--- config.mk ---
export PLATFORM = sky130hd
export DESIGN_NAME = stkc_alu
export DESIGN_NICKNAME = d
export VERILOG_FILES = /design/src/hw/rtl/stkc_pkg.sv /design/src/hw/rtl/stkc_alu.sv
export SDC_FILE = /design/constraint.sdc
export NUM_CORES = 1
export LEC_CHECK = 0
export BUFFER_PORTS_ARGS = -buffer_cell sky130_fd_sc_hd__buf_4
export CAP_MARGIN = 30
export CORE_AREA = 2 2 95 97
export DETAILED_ROUTE_END_ITERATION = 8
export DIE_AREA = 0 0 97 99
export PLACE_DENSITY = 0.82
export SLEW_MARGIN = 20
export SYNTH_ARGS = -nofsm -noshare
export SYNTH_HDL_FRONTEND = slang
export SYNTH_SLANG_ARGS = --single-unit
--- constraint.sdc ---
create_clock -name vclk -period 4.6
set_input_delay 0.46 -clock vclk [all_inputs]
set_output_delay 0.46 -clock vclk [all_outputs]
set_load 0.01 [all_outputs]
--- src/hw/rtl/stkc_pkg.sv ---
// stkc_pkg: shared constants, instruction field codes and port structs
// for the stack cpu core. Used by every module in hw/rtl.
// No dependencies.
`timescale 1ns / 1ps
`default_nettype none

package stkc_pkg;

  // word and stack geometry
  localparam int WORD_W      = 16;
  localparam int STACK_DEPTH = 32;
  localparam int PTR_W       = $clog2(STACK_DEPTH);
  localparam int STEP_W      = 32;
  localparam int RAM_WORDS_DEFAULT = 16384;

  // instruction classes, bits 14:13 when bit 15 is clear
  localparam logic [1:0] KIND_JUMP = 2'd0;
  localparam logic [1:0] KIND_COND = 2'd1;
  localparam logic [1:0] KIND_CALL = 2'd2;
  localparam logic [1:0] KIND_ALU  = 2'd3;

  // alu operations, bits 11:8
  localparam logic [3:0] ALU_T    = 4'h0;
  localparam logic [3:0] ALU_N    = 4'h1;
  localparam logic [3:0] ALU_ADD  = 4'h2;
  localparam logic [3:0] ALU_AND  = 4'h3;
  localparam logic [3:0] ALU_OR   = 4'h4;
  localparam logic [3:0] ALU_XOR  = 4'h5;
  localparam logic [3:0] ALU_INV  = 4'h6;
  localparam logic [3:0] ALU_EQ   = 4'h7;
  localparam logic [3:0] ALU_SLT  = 4'h8;
  localparam logic [3:0] ALU_SHR  = 4'h9;
  localparam logic [3:0] ALU_DEC  = 4'hA;
  localparam logic [3:0] ALU_R    = 4'hB;
  localparam logic [3:0] ALU_LOAD = 4'hC;
  localparam logic [3:0] ALU_SHL  = 4'hD;
  localparam logic [3:0] ALU_DEPTH = 4'hE;
  localparam logic [3:0] ALU_ULT  = 4'hF;

  // i/o map
  localparam logic [WORD_W-1:0] IO_LOW     = 16'h6000;
  localparam logic [WORD_W-1:0] IO_HIGH    = 16'h6002;
  localparam logic [WORD_W-1:0] IO_DEFAULT = 16'h0946;
  localparam logic [WORD_W-1:0] LIT_MASK   = 16'h7fff;

  // one write into a stack
  typedef struct packed {
    logic             en;
    logic [PTR_W-1:0] addr;
    logic [WORD_W-1:0] data;
  } stack_wr_t;

  // one write into data memory (address already known to be in ram space)
  typedef struct packed {
    logic              en;
    logic [WORD_W-1:0] addr;
    logic [WORD_W-1:0] data;
  } mem_wr_t;

endpackage

`default_nettype wire

--- src/hw/rtl/stkc_alu.sv ---
// stkc_alu: the sixteen alu operations, including the memory and i/o
// load path. Purely combinational. Depends on stkc_pkg.
`timescale 1ns / 1ps
`default_nettype none

module stkc_alu
  import stkc_pkg::*;
(
  input  wire logic [3:0]        op,
  input  wire logic [WORD_W-1:0] t,
  input  wire logic [WORD_W-1:0] n,
  input  wire logic [WORD_W-1:0] r,
  input  wire logic [PTR_W-1:0]  dp,
  input  wire logic [PTR_W-1:0]  rp,
  input  wire logic [WORD_W-1:0] ram_data,
  input  wire logic [STEP_W-1:0] step_count,
  output logic      [WORD_W-1:0] result
);

  logic [3:0]        sh;
  logic [WORD_W-1:0] load_val;

  assign sh = t[3:0];

  // ram below 0x4000, i/o above
  always_comb begin
    if (t[15:14] == 2'b00) begin
      load_val = ram_data;
    end else if (t == IO_LOW) begin
      load_val = step_count[15:0];
    end else if (t == IO_HIGH) begin
      load_val = step_count[31:16];
    end else begin
      load_val = IO_DEFAULT;
    end
  end

  // operation select
  always_comb begin
    case (op)
      ALU_T:     result = t;
      ALU_N:     result = n;
      ALU_ADD:   result = t + n;
      ALU_AND:   result = t & n;
      ALU_OR:    result = t | n;
      ALU_XOR:   result = t ^ n;
      ALU_INV:   result = ~t;
      ALU_EQ:    result = (n == t) ? 16'hffff : 16'h0000;
      ALU_SLT:   result = ($signed(n) < $signed(t)) ? 16'hffff : 16'h0000;
      ALU_SHR:   result = n >> sh;
      ALU_DEC:   result = t - 16'd1;
      ALU_R:     result = r;
      ALU_LOAD:  result = load_val;
      ALU_SHL:   result = n << sh;
      ALU_DEPTH: result = {4'b0000, rp, 2'b00, dp};
      ALU_ULT:   result = (n < t) ? 16'hffff : 16'h0000;
      default:   result = t;
    endcase
  end

endmodule

`default_nettype wire

==> results of run 1 <==
==> power by group through the flow <==
| stage | Combinational [mW] | Sequential [mW] | Clock [mW] |
|---|---|---|---|
| 6_report | 0.641 | 0 | 0 |
| 5_1_grt | 0.681 | 0 | 0 |
| 4_1_cts | 0.620 | 0 | 0 |
| 3_5_place_dp | 0.617 | 0 | 0 |
| 3_3_place_gp | 0.604 | 0 | 0 |
| 2_1_floorplan | 0.366 | 0 | 0 |
==> area by class of cell <==
cell class                      count  area, sq um
Multi-Input combinational cell    597         4210
Fill cell                         796         3000
Timing Repair Buffer              139         1040
Inverter                           44          165
Tap cell                          108          135
==> metrics by stage <==
stage          std cells  instance area [sq um]  hold WS (ns)
2_1_floorplan        690                   4600          1.07
3_3_place_gp         886                   5540          1.34
3_5_place_dp         886                   5540          1.32
4_1_cts              886                   5540          1.33
5_1_grt              888                   5550          1.35
6_report             888                   5550          1.35
==> final timing paths <==
path / from / to / slack, ns
max: n[5] / result[13] / 0.33
min: t[14] / result[14] / 1.35
==> worst max-delay path: cells and delay by family <==
family,cells,cell delay [ns]
AO/OA/AOI/OAI,4,0.83
XOR/XNOR,2,0.33
AND/OR/NAND/NOR,7,1.33
adder cells (fa/ha/maj),1,0.36
buffers and inverters,3,0.49
==> layout by cell type (no fill, tap or decap), drive strengths merged, types with 3 or more instances in the layout <==
cell	count
a211oi	6
a21o	3
a21oi	50
a221oi	26
a22oi	14
a31oi	12
and3	6
buf	139
ha	68
inv	42
mux2	4
mux2i	27
mux4	5
nand2	89
nand2b	7
nand3	16
nand4	8
nor2	69
nor3	12
nor4	8
o2111ai	3
o211ai	11
o21a	5
o21ai	59
o221ai	6
o22ai	8
o311ai	5
o31ai	3
or3	4
xnor2	19
xor2	3
==> metal layers <==
layer | track usage [%] | vias up | share of wire [%]
met5 | 0 | - | 0
met4 | 21.0 | 0 | 6.7
met3 | 8.72 | 112 | 12
met2 | 69.7 | 523 | 44
met1 | 50.6 | 2832 | 37
li1 | - | 2761 | -
==> cell families (layout without fill, tap and decap cells) <==
logic type,Yosys count,after routing
compound gates,235,235
xor+xnor,22,22
fa+ha+maj,69,69
buf+inv,93,183
mux,36,36
simple gates,235,235
==> flow_summary.yaml, run 1 <==
synth:
  synthTopCellsByArea: "ha_1 (18%), nand2_1 (7.3%), o21ai_0 (6.3%)"
  syn_nets: 869
  synth_most_common_cell: "nand2_1"
  synth_mux_area_share_pct: 9.30
  synth-compound-area-share_pct: 34.4
  synthXorXnorAreaFrac_pct: 4.35
  synth_commonest_cells: "nand2_1 (89), nor2_1 (69), ha_1 (68), o21ai_0 (58), a21oi_1 (50)"
  syn_area_sq_um: 4600
  avgSynthCellArea_sq_um: 6.67
  synthCells: 690
  post_synth_and_or_nand_nor_area_fraction_pct: 24.3
  yosys.area.top_type: "ha_1"
  ys_warn_count: 0
  synthAdderAreaFrac_pct: 18.9
  ys_seq_area_share_pct: 0
  synthDistinctLibCells: 74
  synth_top_cell_area_share_pct: 18.5
  synth_top_family_by_area: "compound AO/OA/AOI/OAI gates"
timing:
  setup_ws_ns: 0.333
  rsz0062_at_grt: "false"
  timing.final.crit_period_ns: 4.27
  min_period_over_period_pct: 92.8
  fmax_mhz: 234
  hold_viol_final: 0
  slew_headroom_pct: 42.9
  tightestPinTransition_ns: 0.854
  timing.setup.tns_ns: 0
  finalSetupViolCount: 0
  drv_slew: 0
flow_run:
  max-cap-violations: 0
place:
  gp_congestion: 1.07
  port_buffers: 126
  pre_cts_ws_ns: 0.332
  dp_hpwl_microns: 16400
worst_setup_path:
  worstPathArrival_ns: 3.81
  slowest_delay_ns: 0.37
  critical_path.max_fanout: 8
  end_kind: "primary output"
  cp-start-kind: "primary input"
  slowest_stage: "nor3_1"
  crit_type: "primary input to primary output"
  crit_required_ns: 4.14
  crit_path_frequent_cell: "buf_4"
  worstPathCellList: "buf_4 > nor3_1 > nand4_1 > buf_4 > nor4_1 > xnor2_1 > nand2_1 > ha_1 > and3_1 > and3b_1 > a21oi_1 > o21ai_0 > a211oi_1 > xnor2_1 > nand2_1 > a31oi_1 > buf_4"
hold_path:
  min_path_type: "primary input to primary output"
  hold_path_depth: 4
cts:
  ctsHoldBuffers: 0
  post_cts_buffers: 0
  cts_resized: 0
run_status:
  status: "finished, final reports clean"
power_and_ir_drop:
  p_sw_mw: 0.370
  power_mw: 0.641
  sw_frac_of_total_pct: 57.8
  peakVddDrop_mv: 0.0807
  power.internal_mw: 0.270
  clkPwrFrac_pct: 0
  pwr-share-comb_pct: 100.0
  power_frac_seq_pct: 0
  powerDensity_nw_per_um2: 115
  leakagePower_nw: 2.54
final_layout:
  seq_area_sq_um: 0
  diodes: 0
  clkbuf_count: 0
  design.seq.count: 0
  nets: 961
  finish.utilization_pct: 64.9
  drive_gt1_share_pct: 21.2
  area_growth_pct: 20.6
routing:
  drt-wirelength-per-cell_microns: 23.3
  first_iter_violations: 690
  viasPerCell: 7.01
  drt-pass1-iter-count: 6
  ant_nets: 0
  drt-total-wl_microns: 20700
  dr_total_vias: 6228
  drcViolationCount: 0
die:
  die-area_sq_um: 9600
  start_util_pct: 53.8
  core_sq_um: 8550
  die_h_microns: 99
  num_rows: 34
  num_io_pins: 126
  die_w_microns: 97
global_routing:
  overflow: 0
  grt_max_degree: 50
  grt_pass1_wl_microns: 32100
  grt_pass1_vias: 5916
  globalRouteTotalUtil_pct: 41.6
  antenna_found_initial: 0
Note: power is estimated with default switching activity, not from simulation.
==> inputs of run 2 (changes only) <==
CORE_AREA = 2 2 94 96   (was 2 2 95 97)
DIE_AREA = 0 0 96 98   (was 0 0 97 99)
PLACE_DENSITY = 0.83   (was 0.82)
==> run 2 against run 1 <==
Core utilization is 0.42 points higher. Die area shrank 2.0%. Flip-flop and latch count is the same. Worst hold slack got worse by 0.0053 ns. Cell count shrank 0.23%. Maximum frequency shrank 0.57%. Largest cell class unchanged.
==> flow_summary.yaml, run 2 (same netlist as run 1, synthesis figures left out) <==
timing:
  fmax_mhz: 233
  setup_ws_ns: 0.309
  slew_headroom_pct: 41.0
  min_period_over_period_pct: 93.3
  timing.setup.tns_ns: 0
  hold_viol_final: 0
  tightestPinTransition_ns: 0.882
  finalSetupViolCount: 0
  rsz0062_at_grt: "false"
  timing.final.crit_period_ns: 4.29
  drv_slew: 0
final_layout:
  multi_input_area_sq_um: 4210
  design.seq.count: 0
  drive_gt1_share_pct: 20.8
  final_common_cell: "buf_4"
  nets: 958
  clkbuf_count: 0
  seq_area_sq_um: 0
  area_growth_pct: 20.1
  final_cell_mix: "buf_4 (136), nand2_1 (89), nor2_1 (69), ha_1 (68), o21ai_0 (58)"
  fillCellCount: 789
die:
  core_sq_um: 8470
  die_h_microns: 98
  num_rows: 34
  die-area_sq_um: 9410
  die_w_microns: 96
  start_util_pct: 54.4
  num_io_pins: 126
place:
  gp_congestion: 1.06
  pre_cts_ws_ns: 0.358
  dp_hpwl_microns: 16600
  port_buffers: 126
cts:
  post_cts_buffers: 0
  ctsHoldBuffers: 0
  cts_resized: 0
global_routing:
  met1_usage_pct: 57.7
  grt_pass1_wl_microns: 32500
  use_met2_pct: 70.1
  overflow: 0
  top_usage_layer: "met2"
  grt_pass1_vias: 5786
  met3_usage_pct: 9.18
  grt_max_degree: 48
  antenna_found_initial: 1
  globalRouteTotalUtil_pct: 45.0
worst_setup_path:
  worstPathArrival_ns: 3.83
  cp-start-kind: "primary input"
  critical_path.max_fanout: 8
  crit_family: "simple AND/OR/NAND/NOR gates"
  slowest_delay_ns: 0.39
  crit_required_ns: 4.14
  end_kind: "primary output"
  startpoint: "n[5]"
  slowest_stage: "o21ai_0"
  critPathBufInv: 2
  worstPathCellList: "buf_4 > nor3_1 > nand4_1 > nor4_1 > xnor2_1 > nand2_1 > ha_1 > and3_1 > nand4_1 > o21ai_0 > o221ai_2 > xnor2_2 > a21oi_1 > a2bb2oi_2 > buf_4"
  crit_type: "primary input to primary output"
routing:
  drt-wirelength-per-cell_microns: 24.3
  drt-pass1-iter-count: 6
  first_iter_violations: 856
  viasPerCell: 7.15
  dr_total_vias: 6332
  drt-total-wl_microns: 21600
  ant_nets: 0
  drcViolationCount: 0
hold_path:
  min_from: "t[11]"
  min_path_type: "primary input to primary output"
flow_run:
  max-cap-violations: 0
run_status:
  status: "finished, final reports clean"
-- run 2: worst paths after layout --
| check | to | slack (ns) | depth (start not counted) |
|---|---|---|---|
| setup / recovery | result[15] | 0.31 | 15 |
| hold / removal | result[11] | 1.34 | 3 |
-- run 2: cell type report --
cell class,instances,share of cell area (%)
Tap cell,108,2.44
Multi-Input combinational cell,597,76.1
Antenna cell,1,0.0452
Inverter,44,2.99
Timing Repair Buffer,136,18.5
-- run 2: metrics by stage --
| stage | hold slack, ns | area, sq um | cells | util [%] |
|---|---|---|---|---|
| 2_1_floorplan | 1.07 | 4600 | 690 | - |
| 3_3_place_gp | 1.33 | 5530 | 885 | 65.3 |
| 3_5_place_dp | 1.32 | 5530 | 885 | 65.3 |
| 4_1_cts | 1.33 | 5530 | 885 | 65.3 |
| 5_1_grt | 1.35 | 5530 | 885 | 65.3 |
| 6_report | 1.34 | 5530 | 886 | 65.3 |
-- run 2: routing by layer --
metal	vias up	wire length, microns	part of all wire (%)
met5	-	0	0
met4	0	1670	7.7
met3	152	2670	12
met2	559	9200	43
met1	2863	8030	37
li1	2758	-	-
