## config.mk

```make
export PLATFORM = sky130hd
export DESIGN_NAME = stkc_stack
export DESIGN_NICKNAME = d
export VERILOG_FILES = /design/src/hw/rtl/stkc_pkg.sv /design/src/hw/rtl/stkc_stack.sv
export SDC_FILE = /design/constraint.sdc
export NUM_CORES = 1
export LEC_CHECK = 0
export BUFFER_PORTS_ARGS = -buffer_cell sky130_fd_sc_hd__clkbuf_2
export CAP_MARGIN = 20
export CORE_ASPECT_RATIO = 1.2
export CORE_MARGIN = 2
export CORE_UTILIZATION = 51
export DETAILED_ROUTE_END_ITERATION = 7
export PLACE_DENSITY_LB_ADDON = 0.08
export SLEW_MARGIN = 30
export SYNTH_ARGS = -nofsm -noshare
export SYNTH_HDL_FRONTEND = slang
export SYNTH_SLANG_ARGS = --single-unit
```

## constraint.sdc

```tcl
create_clock -name clk -period 3.65 [get_ports clk]
set_clock_uncertainty 0.2 [all_clocks]
set_input_delay 1.095 -clock clk [delete_from_list [all_inputs] [get_ports clk]]
set_output_delay 1.095 -clock clk [all_outputs]
set_load 0.03 [all_outputs]
```

## src/hw/rtl/stkc_pkg.sv

```systemverilog
// stkc_pkg: shared constants, instruction field codes and port structs
// for the stack cpu core. Used by every module in hw/rtl.
// No dependencies.
`timescale 1ns / 1ps
`default_nettype none

package stkc_pkg;

  // word and stack geometry
  localparam int WORD_W      = 16;
  localparam int STACK_DEPTH = 32;
  localparam int PTR_W       = $clog2(STACK_DEPTH);
  localparam int STEP_W      = 32;
  localparam int RAM_WORDS_DEFAULT = 16384;

  // instruction classes, bits 14:13 when bit 15 is clear
  localparam logic [1:0] KIND_JUMP = 2'd0;
  localparam logic [1:0] KIND_COND = 2'd1;
  localparam logic [1:0] KIND_CALL = 2'd2;
  localparam logic [1:0] KIND_ALU  = 2'd3;

  // alu operations, bits 11:8
  localparam logic [3:0] ALU_T    = 4'h0;
  localparam logic [3:0] ALU_N    = 4'h1;
  localparam logic [3:0] ALU_ADD  = 4'h2;
  localparam logic [3:0] ALU_AND  = 4'h3;
  localparam logic [3:0] ALU_OR   = 4'h4;
  localparam logic [3:0] ALU_XOR  = 4'h5;
  localparam logic [3:0] ALU_INV  = 4'h6;
  localparam logic [3:0] ALU_EQ   = 4'h7;
  localparam logic [3:0] ALU_SLT  = 4'h8;
  localparam logic [3:0] ALU_SHR  = 4'h9;
  localparam logic [3:0] ALU_DEC  = 4'hA;
  localparam logic [3:0] ALU_R    = 4'hB;
  localparam logic [3:0] ALU_LOAD = 4'hC;
  localparam logic [3:0] ALU_SHL  = 4'hD;
  localparam logic [3:0] ALU_DEPTH = 4'hE;
  localparam logic [3:0] ALU_ULT  = 4'hF;

  // i/o map
  localparam logic [WORD_W-1:0] IO_LOW     = 16'h6000;
  localparam logic [WORD_W-1:0] IO_HIGH    = 16'h6002;
  localparam logic [WORD_W-1:0] IO_DEFAULT = 16'h0946;
  localparam logic [WORD_W-1:0] LIT_MASK   = 16'h7fff;

  // one write into a stack
  typedef struct packed {
    logic             en;
    logic [PTR_W-1:0] addr;
    logic [WORD_W-1:0] data;
  } stack_wr_t;

  // one write into data memory (address already known to be in ram space)
  typedef struct packed {
    logic              en;
    logic [WORD_W-1:0] addr;
    logic [WORD_W-1:0] data;
  } mem_wr_t;

endpackage

`default_nettype wire

```

## src/hw/rtl/stkc_stack.sv

```systemverilog
// stkc_stack: register file for one 32-entry stack, one write port and
// one combinational read port. Depends on stkc_pkg.
`timescale 1ns / 1ps
`default_nettype none

module stkc_stack
  import stkc_pkg::*;
(
  input  wire logic              clk,
  input  wire stack_wr_t         wr,
  input  wire logic [PTR_W-1:0]  rd_addr,
  output logic      [WORD_W-1:0] rd_data
);

  logic [WORD_W-1:0] entries [STACK_DEPTH];

  // entry write
  always_ff @(posedge clk) begin
    if (wr.en) begin
      entries[wr.addr] <= wr.data;
    end
  end

  // top-of-stack read
  assign rd_data = entries[rd_addr];

endmodule

`default_nettype wire

```

==> summary.txt, run 1 <==
Route
  • TritonRoute pass-1 iters: 5
  • Vias: 10,900
  • Antenna-violating nets left: 0
  • DRC errors left: 0
  • Average wire per standard cell: 25.7 um
  • Initial drt markers: 909
  • Final WL: 48.5 mm
  • Vias/cell: 5.77

Clock network
  • Clock transition at path regs: 60 ps
  • CTS Buf Count: 49
  • Htree depth: 2
  • Sink Count: 512
  • Hold_buf cts: 0
  • Clock tree from TritonCTS: yes
  • CTS max path bufs: 3
  • CTS root buf: clkbuf_16

Logic synthesis
  • Synth Cell Area: 20,200 um2
  • Synth warn: 0
  • Register area share after synthesis: 76.1%
  • Ys flop type: edfxtp_1
  • Syn nets: 1,155
  • Yosys reg bits: 512
  • Ys async rst share: 0%
  • Cells after Synth: 1,127
  • Number of synthesized flops with an enable pin: 512
  • Avg Inst Size Synth: 17.9 um2
  • Cell variety after synth: 25

Critical path
  • Number of cells on the critical path: 9
  • WS Path Type: in -> out
  • Critical path's slowest cell: a22oi_1
  • WP buf/inv: 5
  • Worst-path fanout max: 8
  • Worst Setup EP: rd_data[12]
  • Kind of start point of the critical path: input pin
  • Worst path max stage delay: 340 ps
  • WP data arrival: 2620 ps
  • CP startpoint: rd_addr[0]
  • Critical Path Sink Type: primary output
  • Crit path cell chain: buf_16, buf_12, buf_16, buf_12, mux2i_1, a22oi_1, a31oi_4, nand3_1, clkbuf_8
  • Cell family with the largest share of critical-path delay: buffers and inverters
  • CP Data Required Time: 2350 ps

STA
  • Final Max Tran Viols: 0
  • Setup violations, final: 16
  • Fin crit share: 107%
  • Rel. slew slack: 45.3%
  • Worst Tran Pin Value: 820 ps
  • Fin Hold WS: 1000 ps
  • RSZ-0062 raised after global routing: true
  • Final Critical Period: 3920 ps
  • Worst setup margin: -269 ps
  • Fmax: 0.255 GHz
  • Fin. Hold Viols: 0

Layout
  • Fill cells: 2,777
  • Multi-input gate area: 4950 um2
  • FF/Latch Area: 15,400 um2
  • ANT cells: 0
  • Top Registers: entries: 512 flops
  • Max reg flops: 512
  • Share of layout cells above drive strength 1: 28.8%
  • Nets@finish: 1,348
  • Largest register by flop count: entries
  • Synth-to-Final Area Change: 24.0%
  • Utilization after layout: 64.4%

Placement
  • DP Wirelength: 28.2 mm
  • GPL Wtd Cong: 0.783
  • IO Port Bufs: 43

Pwr
  • Switching power: 2.71 mW
  • Maximum vdd drop: 0.386 mV
  • Comb pwr share: 8.2%
  • Seq pwr share: 52.2%
  • Internal power: 9.84 mW
  • Clock power share: 39.5%
  • Leak: 8.85 nW
  • Power density over the cells: 501 nW/um2
  • Net Sw Frac: 21.6%

Global route
  • Pin count of the biggest net entering global routing: 35
  • Number of global-route vias before repair: 10,900
  • Initial antenna violation count: 0
  • Gr usage total: 23.4%
  • First-pass GRT wire length: 70.0 mm
  • GR Overflow Total: 0

Outcome
  • Failing checks: negative setup slack
  • Status: finished, violations left

Floorplanning
  • Core ar.: 38,900 um2
  • Initial Util: 51.9%
  • Die Wd: 186 um
  • Die footprint: 41,300 um2
  • Placement Rows: 79
  • Die outline height: 222 um
  • Num ports: 44

Flow run
  • Max_cap viols: 0

Min path
  • Min-Delay Path Class: in -> reg
==> power by group through the flow <==
stage,Sequential [mW],Clock (mW),Combinational (mW)
floorplan,6.68,0,0.431
global placement,6.68,0,0.789
detailed placement,6.68,0,0.796
CTS,6.56,5.04,0.943
global route,6.56,5.25,1.09
finish,6.56,4.96,1.03
==> metrics by stage <==
step	worst slack [ps]	cells	cell area [um2]	power, mW	TNS, ps
after global placement	-429	1746	21900	7.47	-5910
final	-269	1885	25100	12.6	-3140
after CTS	-246	1856	24400	12.5	-3270
after global routing	-298	1885	25100	12.9	-3830
after floorplan	68.1	1127	20200	7.11	0
after detailed placement	-460	1746	21900	7.48	-6210
==> per-layer routing <==
layer,vias to the layer above,track usage (%),wire length (um)
li1,4894,-,-
met1,5658,32.1,20900
met2,264,39.8,24600
met3,67,3.24,2150
met4,0,5.49,927
met5,-,0,0
==> final cells by class <==
cell class / instances / area share (%)
well taps: 526 / 2.63
clock buffers: 63 / 5.27
flip-flops and latches: 512 / 61.3
clock inverters: 27 / 0.954
repair buffers: 208 / 10.1
multi-input cells: 549 / 19.7
==> synthesized netlist by cell type, types with 2 or more instances <==
library cell  instances  area, um2
edfxtp_1            512      15400
mux2i_1             256       2560
a22oi_1              64        480
nand3_1              34        170
nand2_1              33        124
nor2_1               33        124
a21oi_1              32        160
a22o_1               32        280
buf_2                19       95.1
buf_4                19        143
a31oi_1              16        100
nand4_1              16        100
nor3_1               16       80.1
clkbuf_1             12       45.0
buf_6                 6       67.6
buf_8                 6       90.1
buf_12                5        100
nand3b_1              5       37.5
or3b_2                3       26.3
nand2b_1              2       12.5
nor2b_1               2       12.5
==> timing repair <==
action | in CTS | in global routing
endpoints found under the setup margin | 16 | 16
cloned | 7 | 8
buffers inserted | 15 | 25
pin swaps | 42 | 52
gates resized for setup | 136 | 74
==> layout by cell type, fill, tap and decap left out, types with 9 or more instances in the layout <==
master,Yosys,routed
edfxtp_1,512,512
mux2i_1,256,228
buf_4,19,93
clkbuf_16,0,57
a22oi_1,64,43
nand2_1,33,33
a22o_1,32,32
buf_12,5,32
a21oi_1,32,28
clkbuf_2,0,24
mux2i_2,0,21
a22oi_2,0,21
nand3_1,34,19
buf_8,6,19
nor2_1,33,17
nand4_1,16,16
nor2_2,0,16
buf_6,6,15
nand3_2,0,13
buf_16,0,13
clkbuf_1,12,12
nor3_2,0,10
clkinv_1,0,9
clkinv_2,0,9
==> how the worst min path moves through the flow <==
stage,slack [ps],endpoint,startpoint,cells past startpoint
floorplan,990,entries[0][0]$_DFFE_PP_,wr[0],0
global placement,1560,entries[6][14]$_DFFE_PP_,wr[18],3
detailed placement,1560,entries[20][14]$_DFFE_PP_,wr[18],3
CTS,970,entries[7][1]$_DFFE_PP_,wr[18],3
global route,1030,entries[7][1]$_DFFE_PP_,wr[18],3
finish,1000,entries[7][1]$_DFFE_PP_,wr[18],3
==> kinds of logic (layout without fill, tap and decap cells) <==
group / after synthesis / count (layout) / synth area share [%]
AOI/OAI and AO/OA: 144 / 144 / 5.05
buffers and inverters: 67 / 298 / 2.67
DFF: 512 / 512 / 76.1
muxes: 256 / 256 / 12.7
and+or+nand+nor: 148 / 149 / 3.55
(Power assumes the default switching activity.)
==> run 2, diff against run 1 <==
==> constraint.sdc (replaced) <==
create_clock -name clk -period 3.65 [get_ports clk]
set_clock_uncertainty 0.2 [all_clocks]
set_input_delay 0 -clock clk [delete_from_list [all_inputs] [get_ports clk]]
set_output_delay 0 -clock clk [all_outputs]
set_load 0.03 [all_outputs]
==> summary.txt, run 2 (synthesis gave the netlist of run 1 again) <==
Global route
  • First-pass GRT wire length: 69.0 mm (-1.3%)
  • Gr usage total: 23.3% (-0.12 points)
  • Initial antenna violation count: 0 (unchanged)
  • GR Overflow Total: 0 (unchanged)
  • Pin count of the biggest net entering global routing: 75 (+110%)
  • Number of global-route vias before repair: 10,300 (-5.0%)

Placement
  • Dpl cells: 1,680 (-3.8%)
  • IO Port Bufs: 43 (unchanged)
  • GPL Wtd Cong: 0.773 (-1.3%)
  • DP Wirelength: 28.1 mm (-0.38%)

Floorplanning
  • Die footprint: 41,300 um2 (unchanged)
  • Core ar.: 38,900 um2 (unchanged)
  • Initial Util: 51.9% (unchanged)
  • Die outline height: 222 um (unchanged)
  • Die Wd: 186 um (unchanged)
  • Num ports: 44 (unchanged)
  • Placement Rows: 79 (unchanged)

Layout
  • Fin cells: 1,787 (-5.2%)
  • Top Registers: entries: 512 flops
  • Share of layout cells above drive strength 1: 15.1% (-14 points)
  • ANT cells: 0 (unchanged)
  • Commonest non-fill, non-tap cell in the layout: edfxtp_1
  • Max reg flops: 512 (unchanged)
  • Most frequent cells in the layout: 512 x edfxtp_1, 256 x mux2i_1, 64 x a22oi_1, 51 x clkbuf_16, 47 x buf_4
  • Synth-to-Final Area Change: 13.0%
  • Largest register by flop count: entries
  • Nets@finish: 1,250 (-7.3%)

Flow run
  • Max_cap viols: 0 (unchanged)

Min path
  • Min-Delay Path Class: in -> reg

Route
  • DRC errors left: 0 (unchanged)
  • Average wire per standard cell: 26.4 um (+2.6%)
  • TritonRoute pass-1 iters: 5 (unchanged)
  • Vias/cell: 5.83 (+1.0%)
  • Vias: 10,400 (-4.2%)
  • Antenna-violating nets left: 0 (unchanged)
  • Final WL: 47.2 mm (-2.8%)
  • Initial drt markers: 895 (-1.5%)

STA
  • Final Max Tran Viols: 0 (unchanged)
  • Fin crit share: 71.2% (-36 points)
  • Final Critical Period: 2600 ps (-1320 ps)
  • Setup violations, final: 0 (-16)
  • Fin Hold WS: 12.1 ps (-991 ps)
  • Rel. slew slack: 41.4% (-4.0 points)
  • Fmax: 0.385 GHz (+51%)
  • Setup_tns: 0 ps (+3140 ps)
  • Worst Tran Pin Value: 880 ps (+59.5 ps)
  • RSZ-0062 raised after global routing: false
  • Fin. Hold Viols: 0 (unchanged)

Clock network
  • CTS Buf Count: 49 (unchanged)
  • Sink Count: 512 (unchanged)
  • CTS root buf: clkbuf_16
  • Htree depth: 2 (unchanged)
  • CTS resizes: 0 (-100%)
  • Clock tree from TritonCTS: yes
  • CTS max path bufs: 3 (unchanged)
  • Clock transition at path regs: 60 ps (about the same)

Critical path
  • CP Data Required Time: 3450 ps (+1100 ps)
  • Kind of start point of the critical path: input pin
  • WP data arrival: 2400 ps (-220 ps)
  • Worst-path fanout max: 26 (+18)
  • Critical Path Sink Type: primary output
  • WS Path Type: in -> out

Pwr
  • Power density over the cells: 541 nW/um2 (+7.9%)
  • Leak: 8.00 nW (-9.7%)
  • Maximum vdd drop: 0.371 mV (-3.7%)

Outcome
  • Status: finished, final reports clean
==> run 2: per-layer routing <==
layer | global-route usage [%] | vias to the layer above | share of wire [%]
met5 | 0 | - | 0
met4 | 5.64 | 0 | 2.0
met3 | 3.38 | 63 | 4.8
met2 | 38.9 | 272 | 50
met1 | 32.3 | 5381 | 43
li1 | - | 4707 | -
==> run 2: worst max-delay path, stage by stage <==
cell and delay (ps):
clkbuf_2 160, nor2b_4 730, buf_4 460, a22oi_1 150
a31oi_1 410, nand3_1 220, clkbuf_2 240
==> run 2: final cells by class <==
cell class	instances	area [um2]
Clock buffer	57	1300
Clock inverter	33	313
Fill cell	3053	16100
Multi-Input combinational cell	548	4360
Sequential cell	512	15400
Tap cell	526	658
Timing Repair Buffer	111	828
==> run 2: report_power, final <==
| part | total [mW] | internal [mW] | switching [mW] |
|---|---|---|---|
| logic | 0.716 | 0.222 | 0.494 |
| clock network | 5.08 | 2.97 | 2.11 |
| registers | 6.56 | 6.54 | 0.0147 |
==> run 2: worst paths after layout <==
check | slack [ps] | start | endpoint | cells after the start
hold / removal | 10 | wr[10] | entries[18][10]$_DFFE_PP_ | 1
setup / recovery | 1050 | rd_addr[1] | rd_data[14] | 7
==> run 2: stage by stage <==
stage | cell area, um2 | total power [mW] | utilization (%) | setup slack, ps
2_1_floorplan | 20200 | 7.11 | - | 1710
3_3_place_gp | 21000 | 7.38 | 54.0 | 1080
3_5_place_dp | 21100 | 7.39 | 54.1 | 1070
4_1_cts | 22800 | 12.5 | 58.6 | 1070
5_1_grt | 22800 | 12.7 | 58.6 | 1020
6_report | 22800 | 12.3 | 58.6 | 1050
==> run 2: repair_timing <==
action / 4_1_cts / 5_1_grt
hold endpoints to repair: 461 / 0
hold buffers: 17 / 0
buffers inserted: 0 / 0
==> run 3, diff against run 2 <==
==> constraint.sdc (replaced) <==
create_clock -name clk -period 2.2 [get_ports clk]
set_clock_uncertainty 0.2 [all_clocks]
set_input_delay 0 -clock clk [delete_from_list [all_inputs] [get_ports clk]]
set_output_delay 0 -clock clk [all_outputs]
set_load 0.03 [all_outputs]
==> summary.txt, run 3 (synthesis gave the netlist of run 1 again) <==
Outcome
  • Status: finished, final reports clean

Route
  • TritonRoute pass-1 iters: 5 (unchanged)
  • Initial drt markers: 902 (+0.78%)
  • DRC errors left: 0 (unchanged)
  • Antenna-violating nets left: 0 (unchanged)
  • Vias/cell: 5.80 (-0.50%)
  • Final WL: 48.0 mm (+1.7%)
  • Vias: 10,500 (+0.61%)
  • Average wire per standard cell: 26.6 um (+0.56%)

Global route
  • Number of global-route vias before repair: 10,400 (+0.91%)
  • GR Overflow Total: 0 (unchanged)
  • Global routing's busiest layer: met2
  • Pin count of the biggest net entering global routing: 45 (-40%)
  • M1 GR Usage: 32.9% (+0.56 points)
  • Met2 GRT Util: 38.9% (unchanged)
  • Gr usage total: 23.6% (+0.36 points)
  • Met3 Usage GRT: 3.25% (-0.13 points)
  • Initial antenna violation count: 0 (unchanged)
  • First-pass GRT wire length: 69.6 mm (+0.77%)

Pwr
  • Power density over the cells: 847 nW/um2 (+57%)
  • Switching power: 4.27 mW (+63%)
  • Clock power share: 38.2% (-2.9 points)
  • Internal power: 15.5 mW (+59%)
  • Total power: 19.8 mW (+60%)
  • Seq pwr share: 55.0% (+1.9 points)
  • Maximum vdd drop: 0.737 mV (+98%)
  • Comb pwr share: 6.8% (+1.0 points)
  • Net Sw Frac: 21.6% (+0.35 points)
  • Leak: 8.16 nW (+2.1%)

Critical path
  • CP Data Required Time: 2000 ps (-1450 ps)
  • Critical Path Sink Type: primary output
  • Worst path max stage delay: 320 ps (-410 ps)
  • Crit path cell chain: mux2i_1, a22oi_1, nand4_1, nand3_1, buf_2
  • Critical path's slowest cell: edfxtp_1
  • Worst-path fanout max: 1 (-96%)
  • WS Path Type: reg -> out
  • Kind of start point of the critical path: register
  • WP data arrival: 1950 ps (-450 ps)

Floorplanning
  • Die Wd: 186 um (unchanged)
  • Die outline height: 222 um (unchanged)
  • Num ports: 44 (unchanged)
  • Placement Rows: 79 (unchanged)
  • Die footprint: 41,300 um2 (unchanged)
  • Initial Util: 51.9% (unchanged)
  • Core ar.: 38,900 um2 (unchanged)

Min path
  • WHS Endpoint: entries[4][13]$_DFFE_PP_
  • Hold Crit Start: wr[13]
  • Min-Delay Path Class: in -> reg
  • Hold Crit Depth: 1 (unchanged)

Clock network
  • CTS max path bufs: 3 (unchanged)
  • Sink Count: 512 (unchanged)
  • CTS Buf Count: 50 (+2.0%)
  • Htree depth: 2 (unchanged)
  • Clock transition at path regs: 60 ps (about the same)
  • CTS root buf: clkbuf_16
  • Clock tree from TritonCTS: yes

STA
  • RSZ-0062 raised after global routing: true
  • Setup_tns: 0 ps (unchanged)
  • Worst Tran Pin Value: 819 ps (-60.6 ps)
  • Rel. slew slack: 45.4% (+4.0 points)
  • Fin. Hold Viols: 0 (unchanged)
  • Final Max Tran Viols: 0 (unchanged)
  • Final Critical Period: 2150 ps
  • Fmax: 0.466 GHz
  • Setup violations, final: 0 (unchanged)
  • Fin crit share: 97.6%

Layout
  • Largest register by flop count: entries
  • FF/Latch Area: 15,400 um2 (unchanged)
  • Share of layout cells above drive strength 1: 18.6% (+3.4 points)
  • Synth-to-Final Area Change: 15.5%
  • Max reg flops: 512 (unchanged)
  • ANT cells: 0 (unchanged)
  • Multi-input gate area: 4650 um2 (+6.5%)
  • Finished Cell Area: 23,300 um2 (+2.3%)
  • Nets@finish: 1,278 (+2.2%)
  • Utilization after layout: 60.0% (+1.3 points)
  • Fin cells: 1,807 (+1.1%)
  • Top Registers: entries: 512 flops
  • Commonest non-fill, non-tap cell in the layout: edfxtp_1
  • Most frequent cells in the layout: 512 x edfxtp_1, 256 x mux2i_1, 65 x buf_4, 63 x a22oi_1, 51 x clkbuf_16
  • Fill cells: 2,991 (-2.0%)

Placement
  • GPL Wtd Cong: 0.766 (-0.79%)
  • IO Port Bufs: 43 (unchanged)
  • Dpl cells: 1,710 (+1.8%)
  • DP Wirelength: 27.9 mm (-0.77%)
  • DP Area: 21,400 um2 (+1.8%)

Flow run
  • Max_cap viols: 0 (unchanged)
## run 3: worst max path at each step
stage                             start                  endpoint  slack (ps)  cells after the start
3_5_place_dp                 rd_addr[2]                rd_data[2]         100                      7
4_1_cts         entries[5][7]$_DFFE_PP_                rd_data[7]           1                      6
3_3_place_gp                 rd_addr[0]                rd_data[2]         130                      8
6_report       entries[27][8]$_DFFE_PP_                rd_data[8]          50                      5
5_1_grt        entries[1][11]$_DFFE_PP_               rd_data[11]         -30                      7
2_1_floorplan                    wr[17]  entries[12][0]$_DFFE_PP_         260                      3
## run 3: metal layers
layer | share of wire [%] | vias to the layer above
met5 | 0 | -
met4 | 2.5 | 0
met3 | 4.5 | 72
met2 | 50 | 281
met1 | 43 | 5391
li1 | - | 4743
## run 3: power by group through the flow
stage          Clock [mW]  Sequential, mW  Combinational (mW)
2_1_floorplan           0            11.1               0.715
3_3_place_gp            0            11.1                1.22
3_5_place_dp            0            11.1                1.24
4_1_cts              7.70            10.9                1.32
5_1_grt              8.04            10.9                1.43
6_report             7.55            10.9                1.35
## run 3: cell type report
cell class | instances | share of cell area [%]
clock buffers | 58 | 5.58
repair buffers | 138 | 5.39
multi-input cells | 548 | 19.9
well taps | 526 | 2.82
clock inverters | 25 | 0.466
flip-flops and latches | 512 | 65.8
## run 3: metrics by stage
| stage | hold slack, ps | worst slack [ps] |
|---|---|---|
| floorplan | -101 | 260 |
| global placement | 476 | 129 |
| detailed placement | 497 | 102 |
| CTS | 0.639 | 1.20 |
| global route | 44.4 | -34.4 |
| finish | 2.52 | 52.6 |
## run 3: timing repair
| item | CTS | global route |
|---|---|---|
| buffers inserted | 0 | 0 |
| pin swaps | 6 | 11 |
| setup endpoints to repair | 15 | 14 |
| endpoints found under the hold margin | 340 | 0 |
| resized for setup | 42 | 36 |
| hold buffers | 16 | 0 |
## run 3: critical path, delay by kind of cell, from the launching register on
family	cells	cell delay, ps
AOI/OAI and AO/OA	1	270
buffers and inverters	1	220
DFF	1	320
muxes	1	60
and+or+nand+nor	2	500
